**src/rtl/core/ens_pkg.sv**
```systemverilog
// Package for the Euclidean norm stream block.
// Holds the sequencer state type, configuration register indexes and result widths.
// No dependencies.
`default_nettype none

package ens_pkg;

  // Result width and the largest norm that can be reported.
  localparam int unsigned NORM_W   = 24;
  localparam logic [NORM_W-1:0] NORM_MAX = {NORM_W{1'b1}};

  // Configuration port geometry.
  localparam int unsigned CFG_IDX_W  = 2;
  localparam int unsigned CFG_DATA_W = 16;
  localparam int unsigned STRIDE_W   = 16;

  // Configuration register indexes.
  localparam logic [CFG_IDX_W-1:0] CFG_COMPLEX_MODE = 2'd0;
  localparam logic [CFG_IDX_W-1:0] CFG_STRIDE       = 2'd1;

  // Sequencer states, one-hot.
  typedef enum logic [4:0] {
    ST_IDLE   = 5'b00001,
    ST_MUL    = 5'b00010,
    ST_ADD    = 5'b00100,
    ST_ROOT   = 5'b01000,
    ST_FINISH = 5'b10000
  } ens_state_t;

endpackage

`default_nettype wire

```
**src/rtl/core/euclidean_norm_stream.sv**
```systemverilog
// Top level of the Euclidean norm stream block: sequencer, shared squarer,
// saturating accumulator and bit-serial square root. Depends on ens_pkg.
`default_nettype none

// Streams vector elements and returns floor(sqrt(sum of squares)) of the used
// elements on each element marked last, with a sticky overflow flag when the
// accumulator saturated. Elements at positions that are a multiple of the
// stride are used; complex mode adds the squares of both parts. One element
// is handled at a time and in_stall stays high while it is processed. A
// skipped element needs only the idle state; a used element passes through
// the multiply and add states for each part in turn, since the single
// squarer and the single saturating adder are used once per part. An element
// marked last then runs the square root, one result bit per cycle, and a
// finish state loads the output register; the finish state waits while an
// earlier result is still held by out_stall. The output register lets the
// next element be taken while a result waits.
module euclidean_norm_stream #(
  parameter int unsigned ELEMENT_WIDTH = 16,
  parameter int unsigned ACC_WIDTH     = 48
) (
  input  logic                              clk,
  input  logic                              rst_n,
  // Input element channel.
  input  logic                              in_valid,
  output logic                              in_stall,
  input  logic signed [ELEMENT_WIDTH-1:0]   in_real_part,
  input  logic signed [ELEMENT_WIDTH-1:0]   in_imag_part,
  input  logic                              in_last,
  // Result channel.
  output logic                              out_valid,
  input  logic                              out_stall,
  output logic [ens_pkg::NORM_W-1:0]        out_norm,
  output logic                              out_overflow,
  // Configuration write channel.
  input  logic                              cfg_valid,
  output logic                              cfg_ready,
  input  logic [ens_pkg::CFG_IDX_W-1:0]     cfg_index,
  input  logic [ens_pkg::CFG_DATA_W-1:0]    cfg_data
);

  import ens_pkg::*;

  localparam int unsigned EW   = ELEMENT_WIDTH;
  localparam int unsigned PW   = 2 * EW;
  localparam int unsigned XW   = ((ACC_WIDTH > PW) ? ACC_WIDTH : PW) + 1;
  localparam int unsigned RW   = (ACC_WIDTH + 1) / 2;
  localparam int unsigned NW   = 2 * RW;
  localparam int unsigned CW   = $clog2(RW + 1);
  localparam int unsigned MW   = (RW > NORM_W) ? RW : NORM_W;

  // Registers.
  ens_state_t              state_r, state_nxt;
  logic                    complex_r, complex_nxt;
  logic [STRIDE_W-1:0]     stride_r, stride_nxt;
  logic [STRIDE_W-1:0]     phase_r, phase_nxt;
  logic [ACC_WIDTH-1:0]    acc_r, acc_nxt;
  logic                    sat_r, sat_nxt;
  logic [EW-1:0]           re_mag_r, re_mag_nxt;
  logic [EW-1:0]           im_mag_r, im_mag_nxt;
  logic                    last_r, last_nxt;
  logic                    sel_im_r, sel_im_nxt;
  logic [PW-1:0]           prod_r, prod_nxt;
  logic [NW-1:0]           rad_r, rad_nxt;
  logic [RW+1:0]           rem_r, rem_nxt;
  logic [RW-1:0]           root_r, root_nxt;
  logic [CW-1:0]           cnt_r, cnt_nxt;
  logic                    out_valid_r, out_valid_nxt;
  logic [NORM_W-1:0]       out_norm_r, out_norm_nxt;
  logic                    out_ovf_r, out_ovf_nxt;

  // Combinational helpers.
  logic                    in_take;
  logic [EW-1:0]           re_raw, im_raw;
  logic [STRIDE_W-1:0]     eff_stride;
  logic [STRIDE_W:0]       phase_inc;
  logic                    used;
  logic [EW-1:0]           mul_op;
  logic [XW-1:0]           acc_sum;
  logic                    acc_over;
  logic [ACC_WIDTH-1:0]    acc_upd;
  logic [RW+1:0]           rem_shift;
  logic [RW+1:0]           trial;
  logic                    trial_ok;
  logic [MW-1:0]           root_wide;
  logic                    out_free;

  assign in_stall  = (state_r != ST_IDLE);
  assign in_take   = in_valid && !in_stall;
  assign cfg_ready = 1'b1;
  assign out_valid    = out_valid_r;
  assign out_norm     = out_norm_r;
  assign out_overflow = out_ovf_r;
  assign out_free     = !out_valid_r || !out_stall;

  // Magnitudes of the two's complement parts; the most negative value maps
  // to its exact unsigned magnitude.
  assign re_raw = in_real_part;
  assign im_raw = in_imag_part;

  // Stride phase: stride zero behaves as stride one.
  assign eff_stride = (stride_r == '0) ? STRIDE_W'(1) : stride_r;
  assign phase_inc  = {1'b0, phase_r} + (STRIDE_W + 1)'(1);
  assign used       = (phase_r == '0);

  // Shared squarer operand and saturating accumulator.
  assign mul_op   = sel_im_r ? im_mag_r : re_mag_r;
  assign acc_sum  = XW'(acc_r) + XW'(prod_r);
  assign acc_over = (acc_sum > XW'({ACC_WIDTH{1'b1}}));
  assign acc_upd  = acc_over ? {ACC_WIDTH{1'b1}} : acc_sum[ACC_WIDTH-1:0];

  // One digit of the restoring square root.
  assign rem_shift = {rem_r[RW-1:0], rad_r[NW-1 -: 2]};
  assign trial     = {root_r, 2'b01};
  assign trial_ok  = (rem_shift >= trial);

  // Norm saturates at the 24-bit limit when the root is wider.
  assign root_wide = MW'(root_r);

  always_comb begin
    state_nxt     = state_r;
    complex_nxt   = complex_r;
    stride_nxt    = stride_r;
    phase_nxt     = phase_r;
    acc_nxt       = acc_r;
    sat_nxt       = sat_r;
    re_mag_nxt    = re_mag_r;
    im_mag_nxt    = im_mag_r;
    last_nxt      = last_r;
    sel_im_nxt    = sel_im_r;
    prod_nxt      = prod_r;
    rad_nxt       = rad_r;
    rem_nxt       = rem_r;
    root_nxt      = root_r;
    cnt_nxt       = cnt_r;
    out_valid_nxt = out_valid_r;
    out_norm_nxt  = out_norm_r;
    out_ovf_nxt   = out_ovf_r;

    // Configuration register writes.
    if (cfg_valid && cfg_ready) begin
      unique case (cfg_index)
        CFG_COMPLEX_MODE: complex_nxt = cfg_data[0];
        CFG_STRIDE:       stride_nxt  = cfg_data[STRIDE_W-1:0];
        default: begin
        end
      endcase
    end

    // A waiting result leaves once the receiver takes it.
    if (out_valid_r && !out_stall) begin
      out_valid_nxt = 1'b0;
    end

    unique case (state_r)
      ST_IDLE: begin
        if (in_take) begin
          re_mag_nxt = re_raw[EW-1] ? (~re_raw + EW'(1)) : re_raw;
          im_mag_nxt = im_raw[EW-1] ? (~im_raw + EW'(1)) : im_raw;
          last_nxt   = in_last;
          sel_im_nxt = 1'b0;
          if (phase_inc >= {1'b0, eff_stride}) begin
            phase_nxt = '0;
          end else begin
            phase_nxt = phase_inc[STRIDE_W-1:0];
          end
          if (used) begin
            state_nxt = ST_MUL;
          end else if (in_last) begin
            rad_nxt   = NW'(acc_r);
            rem_nxt   = '0;
            root_nxt  = '0;
            cnt_nxt   = CW'(RW);
            state_nxt = ST_ROOT;
          end
        end
      end
      ST_MUL: begin
        prod_nxt  = PW'(mul_op) * PW'(mul_op);
        state_nxt = ST_ADD;
      end
      ST_ADD: begin
        acc_nxt = acc_upd;
        if (acc_over) begin
          sat_nxt = 1'b1;
        end
        if (complex_r && !sel_im_r) begin
          sel_im_nxt = 1'b1;
          state_nxt  = ST_MUL;
        end else if (last_r) begin
          rad_nxt   = NW'(acc_upd);
          rem_nxt   = '0;
          root_nxt  = '0;
          cnt_nxt   = CW'(RW);
          state_nxt = ST_ROOT;
        end else begin
          state_nxt = ST_IDLE;
        end
      end
      ST_ROOT: begin
        rad_nxt = {rad_r[NW-3:0], 2'b00};
        if (trial_ok) begin
          rem_nxt  = rem_shift - trial;
          root_nxt = {root_r[RW-2:0], 1'b1};
        end else begin
          rem_nxt  = rem_shift;
          root_nxt = {root_r[RW-2:0], 1'b0};
        end
        cnt_nxt = cnt_r - CW'(1);
        if (cnt_r == CW'(1)) begin
          state_nxt = ST_FINISH;
        end
      end
      ST_FINISH: begin
        // Load the result once the output register is free, then clear.
        if (out_free) begin
          out_valid_nxt = 1'b1;
          out_norm_nxt  = (root_wide > MW'(NORM_MAX)) ? NORM_MAX : root_wide[NORM_W-1:0];
          out_ovf_nxt   = sat_r;
          acc_nxt       = '0;
          sat_nxt       = 1'b0;
          phase_nxt     = '0;
          state_nxt     = ST_IDLE;
        end
      end
      default: begin
        state_nxt = ST_IDLE;
      end
    endcase
  end

  // Control state with synchronous reset.
  always_ff @(posedge clk) begin
    if (!rst_n) begin
      state_r     <= ST_IDLE;
      complex_r   <= 1'b0;
      stride_r    <= STRIDE_W'(1);
      phase_r     <= '0;
      acc_r       <= '0;
      sat_r       <= 1'b0;
      out_valid_r <= 1'b0;
    end else begin
      state_r     <= state_nxt;
      complex_r   <= complex_nxt;
      stride_r    <= stride_nxt;
      phase_r     <= phase_nxt;
      acc_r       <= acc_nxt;
      sat_r       <= sat_nxt;
      out_valid_r <= out_valid_nxt;
    end
  end

  // Datapath registers.
  always_ff @(posedge clk) begin
    re_mag_r   <= re_mag_nxt;
    im_mag_r   <= im_mag_nxt;
    last_r     <= last_nxt;
    sel_im_r   <= sel_im_nxt;
    prod_r     <= prod_nxt;
    rad_r      <= rad_nxt;
    rem_r      <= rem_nxt;
    root_r     <= root_nxt;
    cnt_r      <= cnt_nxt;
    out_norm_r <= out_norm_nxt;
    out_ovf_r  <= out_ovf_nxt;
  end

endmodule

`default_nettype wire
```
**config.mk**
```make
export PLATFORM = sky130hd
export DESIGN_NAME = euclidean_norm_stream
export DESIGN_NICKNAME = d
export VERILOG_FILES = /design/src/rtl/core/ens_pkg.sv /design/src/rtl/core/euclidean_norm_stream.sv
export SDC_FILE = /design/constraint.sdc
export NUM_CORES = 1
export LEC_CHECK = 0
export ABC_AREA = 1
export BUFFER_PORTS_ARGS = -buffer_cell sky130_fd_sc_hd__buf_2
export CAP_MARGIN = 0
export CORE_MARGIN = 10
export CORE_UTILIZATION = 31
export CTS_CLUSTER_DIAMETER = 50
export CTS_CLUSTER_SIZE = 20
export DETAILED_ROUTE_END_ITERATION = 10
export SYNTH_ARGS = -nofsm -noshare
export SYNTH_HDL_FRONTEND = slang
export SYNTH_SLANG_ARGS = --single-unit
```
**constraint.sdc**
```tcl
create_clock -name clk -period 24.4 [get_ports clk]
set_clock_uncertainty 0.2 [all_clocks]
set_input_delay 3.66 -clock clk [delete_from_list [all_inputs] [get_ports clk]]
set_output_delay 3.66 -clock clk [all_outputs]
set_load 0.02 [all_outputs]
```
==> metrics.csv <==
stage;metric;value;unit
drt;DR vias;19600;
worst_setup_path;CP most frequent cell;fa_1;
logic_synthesis;#FFs+latches synth;279;
worst_setup_path;Crit Path Max Fanout;18;
timing;slew margin rel.;22.0;%
drt;Via density;4.60;
clocking;post-CTS setup buffer count;0;
logic_synthesis;top-area cell type share of the netlist area;23.3;%
logic_synthesis;Synth Warn #;0;
logic_synthesis;largest cells by area after synthesis;edfxtp_1 (23%), fa_1 (13%), nand2_1 (12%);
timing;Peak Freq;132;MHz
worst_setup_path;cells on worst reg2reg path;21;
place;DP HPWL;50.2;mm
floorplanning;Die Width;302;microns
timing;RSZ-0062 raised after global routing;no;
worst_setup_path;CP max stage cell;edfxtp_1;
timing;endpoints failing hold;0;
status;outcome;finished clean;
final_layout;nets;3595;
global_route;Remaining Overflow, GRT;0;
worst_setup_path;critical path class;reg2reg;
worst_setup_path;CP startpoint;sel_im_r;
logic_synthesis;Synthesized Nets;3550;
global_route;Total GRT Usage;13.7;%
logic_synthesis;Post-synth top flop;edfxtp_1;
final_layout;fin area;27200;sq um
drt;drt total wl;62.6;mm
drt;drt wl/cell;14.7;microns
logic_synthesis;Post-Syn Area;24600;sq um
logic_synthesis;syn_area_per_cell;7.80;sq um
worst_setup_path;worst reg2reg path endpoint;prod_r[26];
logic_synthesis;Synth top cells by count;nand2_1 (792), inv_1 (583), nor2_1 (311), edfxtp_1 (191), ha_1 (176);
clocking;CTS buffer count;30;
clocking;post-CTS sizing;0;
logic_synthesis;sequential share of the synthesized area;30.5;%
timing;minimum clock period after layout;7.57;ns
drt;# DRC;0;
logic_synthesis;Synth cell types;66;
worst_setup_path;crit end category;register;
worst_setup_path;required time of the critical path;24.52;ns
floorplanning;die area;91000;sq um
worst_setup_path;critical path depth;21;
final_layout;ANT cells;0;
worst_setup_path;crit-path max cell delay;0.81;ns
worst_setup_path;r2r startpoint;sel_im_r;
drt;Initial DRC Count;1141;
place;I/O Buffers;82;
drt;1st-pass router iterations;5;
floorplanning;Top Ports;84;
timing;final max-slew violation count;0;
worst_setup_path;crit path buf inv count;4;
worst_setup_path;Worst setup endpoint;prod_r[26];
clocking;CTS max path bufs;3;
clocking;clock latency on the worst-skew pair;0.61;ns
clocking;clk root buf;clkbuf_16;
logic_synthesis;top cell type by total area after synthesis;edfxtp_1;
worst_setup_path;Critical Path AT;7.69;ns
logic_synthesis;ys async rst share;0;%
global_route;initial antenna violation count;0;
hold_path;Tightest Hold Check Type;reg2reg;
clocking;Clock transition at path regs;0.08;ns
final_layout;Core Util, Final;34.5;%
timing;Final Cycle Share;31.0;%
timing;Slew @ Worst Pin;1.16;ns
worst_setup_path;worst-path cell chain;inv_2 -> or2_2 -> o21ai_1 -> inv_2 -> nand2_1 -> fa_1 -> fa_1 -> fa_1 -> fa_1 -> fa_1 -> fa_1 -> inv_1 -> ha_1 -> nand2_1 -> nor2_1 -> inv_1 -> nor3_1 -> nand3_1 -> nand3_1 -> a31oi_1 -> xor2_1;
clocking;H-tree depth;1;
clocking;# hold bufs at CTS;0;
worst_setup_path;flop-to-flop setup slack;16.83;ns
global_route;largest net degree at the start of global routing;72;
logic_synthesis;EDFF count, synth;191;
global_route;first-pass GRT wire length;103;mm
place;GPL Wtd Cong;0.930;
clocking;clk sink count;279;
floorplanning;initial cell density of the core;31.2;%
worst_setup_path;Worst setup SP type;register;
floorplanning;row count;103;
logic_synthesis;most numerous cell in the Yosys netlist;nand2_1;
timing;total negative setup slack;0;ns
clocking;CTS tree;done;
global_route;number of global-route vias before repair;19800;
final_layout;share of cells above drive strength 1;9.03;%
final_layout;Synth-to-Final Area Change;10.5;%
logic_synthesis;Gate Count Post-Synth;3154;
floorplanning;core area;78900;sq um
timing;final setup fails;0;
worst_setup_path;Top delay family on crit path;adder cells;
drt;Routed Antenna Nets;0;
job;max capacitance violation total;0;
place;Placed Instance Area;26100;sq um
floorplanning;die height;302;microns
worst register-to-register path, stage by stage (launching register included):
cell and delay [ns]:
edfxtp_1 0.81, inv_2 0.25, or2_2 0.33, o21ai_1 0.61
inv_2 0.29, nand2_1 0.18, fa_1 0.48, fa_1 0.54
fa_1 0.52, fa_1 0.51, fa_1 0.51, fa_1 0.54
inv_1 0.04, ha_1 0.37, nand2_1 0.13, nor2_1 0.16
inv_1 0.09, nor3_1 0.22, nand3_1 0.11, nand3_1 0.17
a31oi_1 0.12, xor2_1 0.15
cell families after synthesis:
group | count (synthesis) | share of synthesized area (%)
buf+inv | 694 | 11.0
simple gates | 1412 | 24.7
compound gates | 312 | 7.34
fa+ha+maj | 340 | 22.3
flops | 279 | 30.5
other cells | 1 | 0.0152
xor+xnor | 116 | 4.13
cells in the final DEF, fill, tap and decap left out, drive strengths merged, types with 2 or more instances in the layout:
cell	Yosys	final
bufinv	0	3
edfxtp	191	191
o21ai	91	91
nand3b	12	12
o211ai	7	7
a21boi	3	3
or2	20	20
o31ai	3	3
a211oi	3	3
buf	37	103
fa	164	164
nand2	809	809
xnor2	53	53
nand3	164	164
nand4	31	31
nor4	17	17
xor2	63	63
nor3	31	31
o21bai	9	9
inv	600	612
o2111ai	2	2
and2	2	2
clkinv	4	13
a31oi	7	7
ha	176	176
a21o	8	8
dfxtp	88	88
clkbuf	53	31
a21oi	171	171
nor2	324	324
state kept, by name (all words and copies together) (netlist names), 24 cells and up:
signal,cells
prod_r,31
rem_r,24
out_norm,24
root_r,24
rad_r,48
acc_r,48
worst min-delay path by stage:
| stage | depth (start not counted) | from | end | slack (ns) |
|---|---|---|---|---|
| detailed placement | 0 | sat_r | out_overflow | 0.22 |
| global placement | 0 | sat_r | out_overflow | 0.21 |
| finish | 0 | sat_r | out_overflow | 0.24 |
| floorplan | 0 | sat_r | out_overflow | 0.20 |
| global route | 0 | root_r[14] | out_norm[14] | 0.26 |
| CTS | 0 | sat_r | out_overflow | 0.24 |
layout make-up:
| cell class | count | area, sq um |
|---|---|---|
| Inverter | 604 | 2270 |
| Sequential cell | 279 | 7500 |
| Clock buffer | 31 | 764 |
| Tap cell | 1050 | 1310 |
| Multi-Input combinational cell | 2181 | 14400 |
| Clock inverter | 25 | 360 |
| Fill cell | 8439 | 51700 |
| Timing Repair Buffer | 103 | 568 |
per-layer routing:
| layer | vias up | share of wire [%] | track usage (%) |
|---|---|---|---|
| met5 | - | 0 | 0 |
| met4 | 0 | 2.1 | 2.82 |
| met3 | 76 | 4.1 | 1.53 |
| met2 | 404 | 47 | 23.5 |
| met1 | 9202 | 47 | 18.5 |
| li1 | 9967 | - | - |
stage by stage:
step / hold WS, ns / instances / setup slack (ns)
after floorplan: 0.202 / 3154 / 3.62
after global placement: 0.212 / 4217 / 16.97
after detailed placement: 0.220 / 4217 / 16.83
after CTS: 0.240 / 4273 / 16.82
after global routing: 0.261 / 4273 / 16.34
final: 0.240 / 4273 / 16.83
Power is left out: the tool's default activity adds up to more than one toggle a clock period on the data nets, which glitch-free logic cannot reach.
